**src/teletype_console_iot_device_core_assert.svh**
```systemverilog
// Assertion helpers, clocked on clk and held off while arst_n is low.
`ifndef TELETYPE_CONSOLE_IOT_DEVICE_CORE_ASSERT_SVH
`define TELETYPE_CONSOLE_IOT_DEVICE_CORE_ASSERT_SVH

// Same-cycle implication.
`define TCID_ASSERT_NOW(lbl, ante, cons) \
	lbl: assert property (@(posedge clk) disable iff (!arst_n) (ante) |-> (cons)) \
		else $error("tcid assertion failed");

// Next-cycle implication.
`define TCID_ASSERT_NEXT(lbl, ante, cons) \
	lbl: assert property (@(posedge clk) disable iff (!arst_n) (ante) |=> (cons)) \
		else $error("tcid assertion failed");

`endif

```
**src/tcid_pkg.sv**
```systemverilog
package tcid_pkg;

	localparam int AC_W    = 12;
	localparam int CHAR_W  = 8;
	localparam int PCHAR_W = 7;
	localparam int DELAY_W = 10;
	localparam int CFG_IDX_W = 2;

	// command codes
	localparam logic [1:0] CMD_IOT  = 2'd0;
	localparam logic [1:0] CMD_KEY  = 2'd1;
	localparam logic [1:0] CMD_TICK = 2'd2;

	// device select
	localparam logic DEV_KBD = 1'b0;
	localparam logic DEV_PRT = 1'b1;

	// low three bits of the I/O instruction
	localparam logic [2:0] FN_CLEAR_SET   = 3'd0;
	localparam logic [2:0] FN_SKIP        = 3'd1;
	localparam logic [2:0] FN_CLEAR       = 3'd2;
	localparam logic [2:0] FN_TRANSFER    = 3'd4;
	localparam logic [2:0] FN_ENABLE_SKIP = 3'd5;
	localparam logic [2:0] FN_COMBINED    = 3'd6;

	// configuration register indexes
	localparam logic [CFG_IDX_W-1:0] REG_PRINT_DELAY     = 2'd0;
	localparam logic [CFG_IDX_W-1:0] REG_KBD_READY_DELAY = 2'd1;

	localparam logic [DELAY_W-1:0] DELAY_RESET = 10'd20;
	localparam logic [CHAR_W-1:0]  KBD_BIT8    = 8'o200;

	typedef struct packed {
		logic [AC_W-1:0]    ac_out;
		logic               ac_write;
		logic               skip;
		logic               print_valid;
		logic [PCHAR_W-1:0] print_char;
		logic               interrupt_request;
		logic               kbd_busy;
		logic               key_ready;
	} result_t;

	// a zero delay counts as one tick
	function automatic logic [DELAY_W-1:0] load_delay(input logic [DELAY_W-1:0] d);
		return (d == '0) ? DELAY_W'(1) : d;
	endfunction

endpackage

```
**src/teletype_console_iot_device_core.sv**
```systemverilog
// channel  | valid     | stall     | payload
// ---------+-----------+-----------+---------------------------------------------------
// request  | in_valid  | in_stall  | command device_select iot_function ac_in kbd_char
// result   | out_valid | out_stall | ac_out ac_write skip print_valid print_char
//          |           |           | interrupt_request kbd_busy key_ready
// config   | cfg_we    | -         | cfg_index cfg_data
//
// One request per cycle sustained while the result register is not held full by out_stall; a
// request passes through the input register, then the flag/timer update into the result register.
// arst_n clears flags, timers and handshake state; int_enable resets to 1, delays to 20.
// in_stall rises only when a request sits in the input register and the result
// register is full and stalled.
`include "teletype_console_iot_device_core_assert.svh"

module teletype_console_iot_device_core (
	input  logic                              clk,
	input  logic                              arst_n,
	input  logic                              in_valid,
	output logic                              in_stall,
	input  logic [1:0]                        command,
	input  logic                              device_select,
	input  logic [2:0]                        iot_function,
	input  logic [tcid_pkg::AC_W-1:0]         ac_in,
	input  logic [tcid_pkg::CHAR_W-1:0]       kbd_char,
	output logic                              out_valid,
	input  logic                              out_stall,
	output logic [tcid_pkg::AC_W-1:0]         ac_out,
	output logic                              ac_write,
	output logic                              skip,
	output logic                              print_valid,
	output logic [tcid_pkg::PCHAR_W-1:0]      print_char,
	output logic                              interrupt_request,
	output logic                              kbd_busy,
	output logic                              key_ready,
	input  logic                              cfg_we,
	input  logic [tcid_pkg::CFG_IDX_W-1:0]    cfg_index,
	input  logic [tcid_pkg::DELAY_W-1:0]      cfg_data
);
	import tcid_pkg::*;

	// input register
	logic                s1_valid_q;
	logic [1:0]          command_s1;
	logic                device_s1;
	logic [2:0]          fn_s1;
	logic [AC_W-1:0]     ac_s1;
	logic [CHAR_W-1:0]   char_s1;

	// device state
	logic [DELAY_W-1:0]  print_delay_q, kbd_ready_delay_q;
	logic                kbd_flag_q, prt_flag_q, int_enable_q;
	logic [CHAR_W-1:0]   kbd_store_q;
	logic [DELAY_W-1:0]  print_timer_q, kbd_timer_q;

	logic                kbd_flag_d, prt_flag_d, int_enable_d;
	logic [CHAR_W-1:0]   kbd_store_d;
	logic [DELAY_W-1:0]  print_timer_d, kbd_timer_d;

	// result register
	logic                out_valid_q;
	result_t             res_d, res_q;

	logic out_free, s1_adv, in_take;

	assign out_free = !out_valid_q || !out_stall;
	assign s1_adv   = s1_valid_q && out_free;
	assign in_stall = s1_valid_q && !out_free;
	assign in_take  = in_valid && !in_stall;

	always_ff @(posedge clk or negedge arst_n) begin
		if (!arst_n) begin
			s1_valid_q <= 1'b0;
		end else begin
			s1_valid_q <= in_take || (s1_valid_q && !s1_adv);
		end
	end

	always_ff @(posedge clk) begin
		if (in_take) begin
			command_s1 <= command;
			device_s1  <= device_select;
			fn_s1      <= iot_function;
			ac_s1      <= ac_in;
			char_s1    <= kbd_char;
		end
	end

	always_ff @(posedge clk or negedge arst_n) begin
		if (!arst_n) begin
			print_delay_q     <= DELAY_RESET;
			kbd_ready_delay_q <= DELAY_RESET;
		end else if (cfg_we) begin
			if (cfg_index == REG_PRINT_DELAY)
				print_delay_q <= cfg_data;
			else if (cfg_index == REG_KBD_READY_DELAY)
				kbd_ready_delay_q <= cfg_data;
		end
	end

	always_comb begin
		kbd_flag_d    = kbd_flag_q;
		prt_flag_d    = prt_flag_q;
		int_enable_d  = int_enable_q;
		kbd_store_d   = kbd_store_q;
		print_timer_d = print_timer_q;
		kbd_timer_d   = kbd_timer_q;
		res_d         = '0;

		case (command_s1)
			CMD_IOT: begin
				if (device_s1 == DEV_KBD) begin
					case (fn_s1)
						FN_CLEAR_SET: begin
							kbd_flag_d  = 1'b0;
							kbd_timer_d = load_delay(kbd_ready_delay_q);
						end
						FN_SKIP: res_d.skip = kbd_flag_q;
						FN_CLEAR: begin
							kbd_flag_d     = 1'b0;
							res_d.ac_write = 1'b1;
							kbd_timer_d    = load_delay(kbd_ready_delay_q);
						end
						FN_TRANSFER: begin
							res_d.ac_out   = ac_s1 | AC_W'(kbd_store_q);
							res_d.ac_write = 1'b1;
						end
						FN_ENABLE_SKIP: int_enable_d = ac_s1[0];
						FN_COMBINED: begin
							kbd_flag_d     = 1'b0;
							res_d.ac_out   = AC_W'(kbd_store_q);
							res_d.ac_write = 1'b1;
							kbd_timer_d    = load_delay(kbd_ready_delay_q);
						end
						default: ;
					endcase
				end else begin
					case (fn_s1)
						FN_CLEAR_SET: prt_flag_d = 1'b1;
						FN_SKIP:      res_d.skip = prt_flag_q;
						FN_CLEAR:     prt_flag_d = 1'b0;
						FN_TRANSFER: begin
							res_d.print_valid = 1'b1;
							res_d.print_char  = ac_s1[PCHAR_W-1:0];
							print_timer_d     = load_delay(print_delay_q);
						end
						FN_ENABLE_SKIP: res_d.skip = (kbd_flag_q || prt_flag_q) && int_enable_q;
						FN_COMBINED: begin
							prt_flag_d        = 1'b0;
							res_d.print_valid = 1'b1;
							res_d.print_char  = ac_s1[PCHAR_W-1:0];
							print_timer_d     = load_delay(print_delay_q);
						end
						default: ;
					endcase
				end
			end
			CMD_KEY: begin
				if (kbd_flag_q) begin
					res_d.kbd_busy = 1'b1;
				end else begin
					kbd_store_d = char_s1 | KBD_BIT8;
					kbd_flag_d  = 1'b1;
				end
			end
			CMD_TICK: begin
				// each running timer fires in the tick that brings it to zero
				if (print_timer_q != '0) begin
					print_timer_d = print_timer_q - 1'b1;
					if (print_timer_q == DELAY_W'(1))
						prt_flag_d = 1'b1;
				end
				if (kbd_timer_q != '0) begin
					kbd_timer_d = kbd_timer_q - 1'b1;
					if (kbd_timer_q == DELAY_W'(1))
						res_d.key_ready = 1'b1;
				end
			end
			default: ;
		endcase

		res_d.interrupt_request = (kbd_flag_d || prt_flag_d) && int_enable_d;
	end

	always_ff @(posedge clk or negedge arst_n) begin
		if (!arst_n) begin
			kbd_flag_q    <= 1'b0;
			prt_flag_q    <= 1'b0;
			int_enable_q  <= 1'b1;
			kbd_store_q   <= '0;
			print_timer_q <= '0;
			kbd_timer_q   <= '0;
		end else if (s1_adv) begin
			kbd_flag_q    <= kbd_flag_d;
			prt_flag_q    <= prt_flag_d;
			int_enable_q  <= int_enable_d;
			kbd_store_q   <= kbd_store_d;
			print_timer_q <= print_timer_d;
			kbd_timer_q   <= kbd_timer_d;
		end
	end

	always_ff @(posedge clk or negedge arst_n) begin
		if (!arst_n) begin
			out_valid_q <= 1'b0;
		end else begin
			out_valid_q <= s1_adv || (out_valid_q && out_stall);
		end
	end

	always_ff @(posedge clk) begin
		if (s1_adv)
			res_q <= res_d;
	end

	assign out_valid         = out_valid_q;
	assign ac_out            = res_q.ac_out;
	assign ac_write          = res_q.ac_write;
	assign skip              = res_q.skip;
	assign print_valid       = res_q.print_valid;
	assign print_char        = res_q.print_char;
	assign interrupt_request = res_q.interrupt_request;
	assign kbd_busy          = res_q.kbd_busy;
	assign key_ready         = res_q.key_ready;

	`TCID_ASSERT_NOW(a_stall_needs_held_request, in_stall, s1_valid_q && out_valid_q)
	`TCID_ASSERT_NOW(a_busy_is_alone, out_valid && kbd_busy, !ac_write && !print_valid && !skip)
	`TCID_ASSERT_NEXT(a_print_arms_timer,
		s1_adv && command_s1 == CMD_IOT && device_s1 == DEV_PRT &&
		(fn_s1 == FN_TRANSFER || fn_s1 == FN_COMBINED),
		print_timer_q != '0)

endmodule
```
**config.mk**
```make
export PLATFORM = sky130hd
export DESIGN_NAME = teletype_console_iot_device_core
export DESIGN_NICKNAME = d
export VERILOG_FILES = /design/src/tcid_pkg.sv /design/src/teletype_console_iot_device_core.sv
export VERILOG_INCLUDE_DIRS = /design/src /design/src/src
export SDC_FILE = /design/constraint.sdc
export NUM_CORES = 1
export LEC_CHECK = 0
export ABC_AREA = 1
export BUFFER_PORTS_ARGS = -buffer_cell sky130_fd_sc_hd__buf_2
export CAP_MARGIN = 20
export CORE_MARGIN = 2
export CORE_UTILIZATION = 57
export DETAILED_ROUTE_END_ITERATION = 8
export PLACE_DENSITY = 0.83
export SLEW_MARGIN = 30
export SYNTH_ARGS = -nofsm -noshare
export SYNTH_HDL_FRONTEND = slang
export SYNTH_SLANG_ARGS = --single-unit
```
**constraint.sdc**
```tcl
create_clock -name clk -period 2.8 [get_ports clk]
set_input_delay 0.28 -clock clk [delete_from_list [all_inputs] [get_ports clk]]
set_output_delay 0.28 -clock clk [all_outputs]
set_load 0.01 [all_outputs]
```
Word level (Yosys, flattened, before mapping). Index checks and enable logic that the tools add are counted.

Memories kept: 0. Register bits after elaboration: 103. Logic and storage cells: 112. Output and inout bits: 27. Bits of input ports: 43. Latch bits: 0. Bits in read-only memories: 0. Memory bits (writable): 0.

Multiplexer cells: 29. Shift operators: 0. Reduce and logical (&&, ||, !) cells: 38. Div/mod/pow operators: 0. Add/subtract/negate cells: 2. Multipliers: 0. Magnitude comparators: 0. Eq/ne operators: 16. Bitwise gates (word level): 4.

Operators by type and width (count): 10-bit 2-to-1 mux (8); 10-bit one-hot mux with 2 select lines (2); 12-bit one-hot mux with 2 select lines (1); 10-bit by 1-bit equality test with 1-bit output (second input constant) (2); 10-bit logical NOT (2); 10-bit nonzero test (2); 10-bit by 1-bit subtractor with 10-bit output (second input constant) (2); 1-bit 2-to-1 mux (13); 2-bit inequality test (second input constant) (6); 12-bit by 8-bit bitwise OR with 12-bit output (1); 5-bit AND reduction (2); 3-bit equality test (second input constant) (3); 3-bit AND reduction (3); 8-bit 2-to-1 mux (1); 1-bit one-hot mux with 2 select lines (4); 1-bit logical AND (7); 2-bit AND reduction (3); 2-bit OR reduction (3); 3-bit OR reduction (2); 1-bit logical NOT (5); 1-bit logical OR (5); 2-bit by 1-bit equality test with 1-bit output (second input constant) (2); 2-bit logical NOT (2); 3-bit by 1-bit equality test with 1-bit output (second input constant) (1); other kinds (5) (7).

Logic depth before layout (Yosys ltp). Gate-level depths: netlist (run 1).

Depth in word-level cells: 7. Mapped depth: 9. Gate-level depth less buffers: 9.

Worst setup path before layout (run 1). No wires, ideal clock.

Kind: register to register. Start: reg out_valid_q, in the netlist out_valid. End: reg res_q (netlist bit ac_out[0]) (enable). Library setup time: 0.399 ns. Setup slack: 0.721 ns. Required time: 2.401 ns. Period minus slack after synthesis: 2.079 ns. Cell stages (with the launch flop): 5. Buffers on the path: 1. Arrival time: 1.680 ns. Cells stage by stage: dfrtp_1 > nand2_1 > inv_1 > nor2_2 > clkbuf_1.

Word-level cells in the longest chain between the ends: 3.

Ends and longest elaborated chain: start, declared (RTL line teletype_console_iot_device_core.sv:60) `logic out_valid_q;`; start signal, assigned (RTL line teletype_console_iot_device_core.sv:206) `out_valid_q <= s1_adv || (out_valid_q && out_stall);`; 1-bit logical NOT (RTL line teletype_console_iot_device_core.sv:65) `assign out_free = !out_valid_q || !out_stall;`; 1-bit logical OR (RTL line teletype_console_iot_device_core.sv:65); 1-bit logical AND (RTL line teletype_console_iot_device_core.sv:66) `assign s1_adv = s1_valid_q && out_free;`; via s1_adv (RTL line teletype_console_iot_device_core.sv:63) `logic out_free, s1_adv, in_take;`; end signal, assigned (RTL line teletype_console_iot_device_core.sv:212) `res_q <= res_d;`; end, declared (RTL line teletype_console_iot_device_core.sv:61) `result_t res_d, res_q;`.

The timed path passes the listed nets, and every way through them passes these cells. A chain may end at the register's enable or synchronous reset.

==> results.toml, run 1 <==
[outcome]
outcome = "complete, no violations"

[pwr]
power_frac_comb_pct = 28.8
leakagePower_nw = 2.58
p_seq_share_pct = 50.5
intPower_w = 0.00274
ir_drop_uv = 415
power_density_nw_per_um2 = 793
switchingPower_w = 0.00155
pwr-share-clk_pct = 20.7
p_sw_share_pct = 36.2

[yosys]
synth_top_area_share_pct = 31.3
ys.flop_type = "edfxtp_1"
synthTopCellsByCount = "143 x nand2_1, 65 x nor2_1, 59 x inv_1"
yosysMostFrequentCell = "nand2_1"
yosys_register_bits = 103
ys_seq_area_share_pct = 59.2
ys_async_sr_fraction_pct = 51.5
synth.net_count = 563
synth_area_leaders = "edfxtp_1 31%, dfrtp_1 25%, nand2_1 11%"
synth.distinct_cells = 33
synth.avg_cell_area_um2 = 9.32
yosys_warnings = 0
synth_edf_count = 50
synth_top_cell_by_area = "edfxtp_1"
synthCells = 514
synthesis.area_um2 = 4790

[sta]
tns_ns = 0
rsz0062_at_grt = "no"
post-route-period-util_pct = 63.4
hold_viol = 0
hold_ws_ns = 0.0868
worst_pin_slew_ns = 0.603
fin_ws_ns = 1.02
fin_crit_ns = 1.78
finalMaxSlewViolations = 0
skew_ns = 0.0113
setup-violations-final = 0
fmax_ghz = 0.563
slew_headroom_pct = 59.7

[route]
drc = 0
vias_per_cell = 5.32
drt_iter0_drc = 197
dr_total_vias = 3711
ant_nets = 0
drt-total-wl_um = 9720
routedWlPerCell_um = 14.0
drtPass1Iterations = 5

[worst_setup_path]
critPathMaxFanout = 14
cp-end-kind = "register"
crit_type = "register to register"
required_ns = 3.04
crit_arrival_ns = 2.01
start_kind = "register"

[grt]
track_usage_pct = 22.1
grt_pass1_wl_um = 15500
grt_max_degree = 30
antenna_found_initial = 0
overflow = 0
grt_pass1_vias = 3462

[final_layout]
final_nets = 636
drive_above_1_share_pct = 20.9
diodes = 0
fin_cells = 697
syn2layout_area_growth_pct = 13.1

[floorplanning]
die_w_um = 95.7
core_area_um2 = 8180
io_pins = 70
rows = 33
start_util_pct = 58.6
dieArea_um2 = 9150
die_h_um = 95.7

[clock_tree]
clk-insertion-delay-late_ns = 0.36
h-tree-depth = 3
ctsLongestPathBuffers = 2
cts.sinks = 103
numCtsBuffers = 9
cts-root-buf = "clkbuf_8"
cts_tree = "done"
cts.reportedPaths.clkPinSlew_ns = 0.10
cts_setup_buffers = 0

[placed_design]
dp_slack_ns = 1.09
globalplace.congestion = 0.837
io_buffers = 68
detailed_place_hpwl_um = 7120
dp_cells = 680

[run]
drv_cap = 0

[min_path]
worstHoldPathType = "input pin to register"
sequential cells by signal (all words and copies together) (netlist names), 2 cells and up:
signal,flops
kbd_timer_q,10
print_timer_q,10
command_s1,2
fn_s1,3
kbd_store_q,8
kbd_ready_delay_q,10
ac_s1,12
ac_out,12
print_char,7
char_s1,7
print_delay_q,10
critical path: stages, from the launching register on:
cell and delay, ns:
edfxtp_1 0.40, inv_1 0.34, nand3_1 0.20, nor2_1 0.23, nor2_1 0.09, a21oi_1 0.22, nand2_1 0.11, inv_1 0.07
metrics by stage:
| step | cell area [µm²] | total power, W | util [%] |
|---|---|---|---|
| 3_5_place_dp | 5220 | 0.00341 | 63.8 |
| 5_1_grt | 5420 | 0.00457 | 66.3 |
| 6_report | 5420 | 0.00430 | 66.3 |
| 4_1_cts | 5420 | 0.00430 | 66.3 |
| 3_3_place_gp | 5220 | 0.00332 | 63.8 |
| 2_1_floorplan | 4790 | 0.00306 | - |
kinds of logic after synthesis:
group	count (synthesis)	synth area share (%)
AOI/OAI and AO/OA	61	7.21
muxes	7	1.65
DFF	103	59.2
buffers and inverters	73	6.53
adders and majority gates	6	1.57
and+or+nand+nor	264	23.9
layer usage:
| metal | share of wire (%) | track usage, % | vias up |
|---|---|---|---|
| met2 | 50 | 39.5 | 174 |
| met5 | 0 | 0 | - |
| met3 | 7.8 | 5.61 | 22 |
| met1 | 40 | 26.5 | 1705 |
| met4 | 1.5 | 5.83 | 0 |
| li1 | - | - | 1810 |
power by group through the flow:
stage / Combinational (W) / Clock, W / Sequential (W)
after floorplan: 0.000918 / 0 / 0.00215
after global placement: 0.00115 / 0 / 0.00217
after CTS: 0.00124 / 0.000901 / 0.00216
final: 0.00124 / 0.000891 / 0.00217
after global routing: 0.00140 / 0.000962 / 0.00220
after detailed placement: 0.00122 / 0 / 0.00219
cell type report:
class | instances | area, µm²
clock buffers | 10 | 138
clock inverters | 6 | 51.3
fillers | 617 | 2760
inverters | 62 | 233
multi-input cells | 338 | 1650
flip-flops and latches | 103 | 2830
well taps | 105 | 131
repair buffers | 73 | 380
placed cells by master (no fill, tap or decap), drive strengths merged:
| cell | Yosys | layout |
|---|---|---|
| a21oi | 12 | 12 |
| nor3 | 1 | 1 |
| clkinvlp | 0 | 1 |
| nand3 | 36 | 36 |
| a31oi | 2 | 2 |
| clkinv | 0 | 1 |
| o22ai | 1 | 1 |
| nor3b | 1 | 1 |
| dlygate4sd3 | 0 | 1 |
| or2 | 1 | 1 |
| mux2 | 7 | 7 |
| nor4b | 1 | 1 |
| edfxtp | 50 | 50 |
| nor2 | 71 | 71 |
| o21ai | 45 | 45 |
| inv | 62 | 66 |
| nand2 | 147 | 147 |
| dfstp | 5 | 5 |
| buf | 5 | 72 |
| o31ai | 1 | 1 |
| nand4 | 4 | 4 |
| clkbuf | 6 | 10 |
| ha | 6 | 6 |
| nand3b | 2 | 2 |
| dfrtp | 48 | 48 |
path summary, 6_finish.rpt:
| kind | cells past startpoint | slack, ns | from | to |
|---|---|---|---|---|
| hold reg to reg | 1 | 0.48 | char_s1[1] | kbd_store_q[1] |
| max in group asynchronous | 3 | 1.49 | arst_n | int_enable_q |
| hold / removal | 1 | 0.09 | ac_in[3] | ac_s1[3] |
| min in group asynchronous | 2 | 0.45 | arst_n | kbd_timer_q[7] |
| setup / recovery | 7 | 1.02 | fn_s1[1] | interrupt_request |
| setup reg to reg | 7 | 1.02 | fn_s1[1] | interrupt_request |
what timing repair did:
item / 4_1_cts / 5_1_grt
hold buffers: 1 / 0
hold endpoints to repair: 22 / 0
resized for setup: 0 / 0
Note: power is estimated with default switching activity, not from simulation.
==> inputs of run 2 (changes only) <==
Settings changed: CORE_UTILIZATION 57 to 51, PLACE_DENSITY 0.83 to 0.78.
Clock period 2.8 ns to 1.6 ns, I/O delays scaled along.
==> results.toml, run 2 (same netlist as run 1, synthesis figures left out) <==
[sta]
hold_viol = 0
setup-violations-final = 0
slew_headroom_pct = 60.2
post-route-period-util_pct = 99.3
hold_ws_ns = 0.0412
fmax_ghz = 0.629
fin_crit_ns = 1.59
skew_ns = 0.0162
worst_pin_slew_ns = 0.595
fin_ws_ns = 0.0109
finalMaxSlewViolations = 0

[placed_design]
io_buffers = 68
globalplace.congestion = 0.893
placed_cell_area_um2 = 5400
detailed_place_hpwl_um = 6880
dp_slack_ns = -0.00696
dp_cells = 703

[worst_setup_path]
crit_type = "register to register"
r2r-end = "kbd_store_q[5]"
r2r_start = "command_s1[1]"
ff2ff_path_depth = 4
crit_arrival_ns = 1.85
cp-end-kind = "register"
critPathMaxFanout = 8
required_ns = 1.86
reg2reg_slack_ns = 0.01
start_kind = "register"

[floorplanning]
die_w_um = 101
start_util_pct = 52.1
dieArea_um2 = 10200
core_area_um2 = 9200
rows = 35
die_h_um = 101
io_pins = 70

[grt]
grt_pass1_wl_um = 16600
antenna_found_initial = 0
overflow = 0
grt_pass1_vias = 3630
track_usage_pct = 20.9
grt_max_degree = 54

[clock_tree]
ctsLongestPathBuffers = 2
numCtsBuffers = 9
cts.reportedPaths.clkPinSlew_ns = 0.11
cts-root-buf = "clkbuf_8"
clk-insertion-delay-late_ns = 0.38
cts_tree = "done"
cts.sinks = 103
h-tree-depth = 3

[final_layout]
drive_above_1_share_pct = 25.6
layout_common_cells = "141 x nand2_1, 68 x buf_2, 57 x inv_1"
fin_cells = 751
final_common_cell = "nand2_1"
final_nets = 684
fillers = 724
multiInputGateArea_um2 = 1720
fin_util_pct = 64.7
design_area_um2 = 5950
diodes = 0
seq_area_um2 = 2840
syn2layout_area_growth_pct = 24.1

[route]
vias_per_cell = 5.18
drc = 0
routedWlPerCell_um = 14.1
drt_iter0_drc = 258
drt-total-wl_um = 10600
ant_nets = 0
drtPass1Iterations = 5
dr_total_vias = 3887

[min_path]
worstHoldPathType = "input pin to register"
min_path_cells = 3
hold_start = "cfg_data[2]"
worstHoldEndpoint = "print_delay_q[2]"

[pwr]
power_density_nw_per_um2 = 1330
switchingPower_w = 0.00291
p_sw_share_pct = 36.8
intPower_w = 0.00499
leakagePower_nw = 2.81
pwr-share-clk_pct = 20.3
ir_drop_uv = 627
p_seq_share_pct = 48.1
power_frac_comb_pct = 31.6

[run]
drv_cap = 0

[outcome]
outcome = "complete, no violations"
[run 2: cell count changes in the layout (fill, tap and decap cells not counted), moves of 2 or more]
cell / change
ha_1: -2
nor2_2: +7
inv_1: -2
ha_2: +2
buf_4: +17
nor2_4: +3
dlygate4sd3_1: +25
buf_12: +3
nand2_1: -2
clkinv_4: +2
nor2_1: -9
nand2_2: +2
[run 2: per-stage QoR]
stage	TNS (ns)	power (W)
finish	0	0.00790
global route	-0.261	0.00845
CTS	0	0.00772
detailed placement	-0.0134	0.00608
global placement	0	0.00596
floorplan	0	0.00536
[run 2: area by class of cell]
cell class	instances	share of cell area, %
clock buffers	9	2.08
clock inverters	7	1.07
inverters	62	3.98
multi-input cells	340	28.9
flip-flops and latches	103	47.7
well taps	111	2.34
repair buffers	119	13.9
[run 2: power groups by stage]
stage / logic [W] / clock network [W] / registers, W
final: 0.00250 / 0.00160 / 0.00380
after detailed placement: 0.00227 / 0 / 0.00381
after CTS: 0.00234 / 0.00162 / 0.00376
after global placement: 0.00217 / 0 / 0.00378
after floorplan: 0.00161 / 0 / 0.00375
after global routing: 0.00283 / 0.00175 / 0.00387
[run 2: critical path: stages, from the launching register on]
cell      delay [ns]
edfxtp_1        0.48
buf_4           0.19
nor2_1          0.19
nand3_2         0.25
mux2_2          0.36
[run 2: repair_timing]
item,in CTS,in global routing
endpoints found under the hold margin,73,0
hold buffers,26,0
pin swaps,0,3
endpoints found under the setup margin,10,25
buffers inserted,0,4
gates resized for setup,2,17
gates cloned,0,2
[run 2: worst max-delay path by stage]
stage | slack, ns | cells past startpoint | from | to
final | 0.01 | 4 | command_s1[1] | kbd_store_q[5]
after detailed placement | -0.007 | 9 | print_timer_q[3] | print_timer_q[9]
after CTS | 0.03 | 9 | print_timer_q[4] | print_timer_q[8]
after global placement | 0.10 | 9 | print_timer_q[3] | print_timer_q[9]
after floorplan | 0.06 | 5 | out_valid | ac_s1[0]
after global routing | -0.05 | 10 | kbd_timer_q[7] | kbd_timer_q[9]
[run 2: metal layers]
layer | global-route usage, % | share of wire (%) | wire [µm]
met1 | 26.9 | 42 | 4500
met2 | 35.8 | 51 | 5410
met3 | 3.54 | 4.0 | 423
met4 | 7.59 | 2.5 | 261
met5 | 0 | 0 | 0
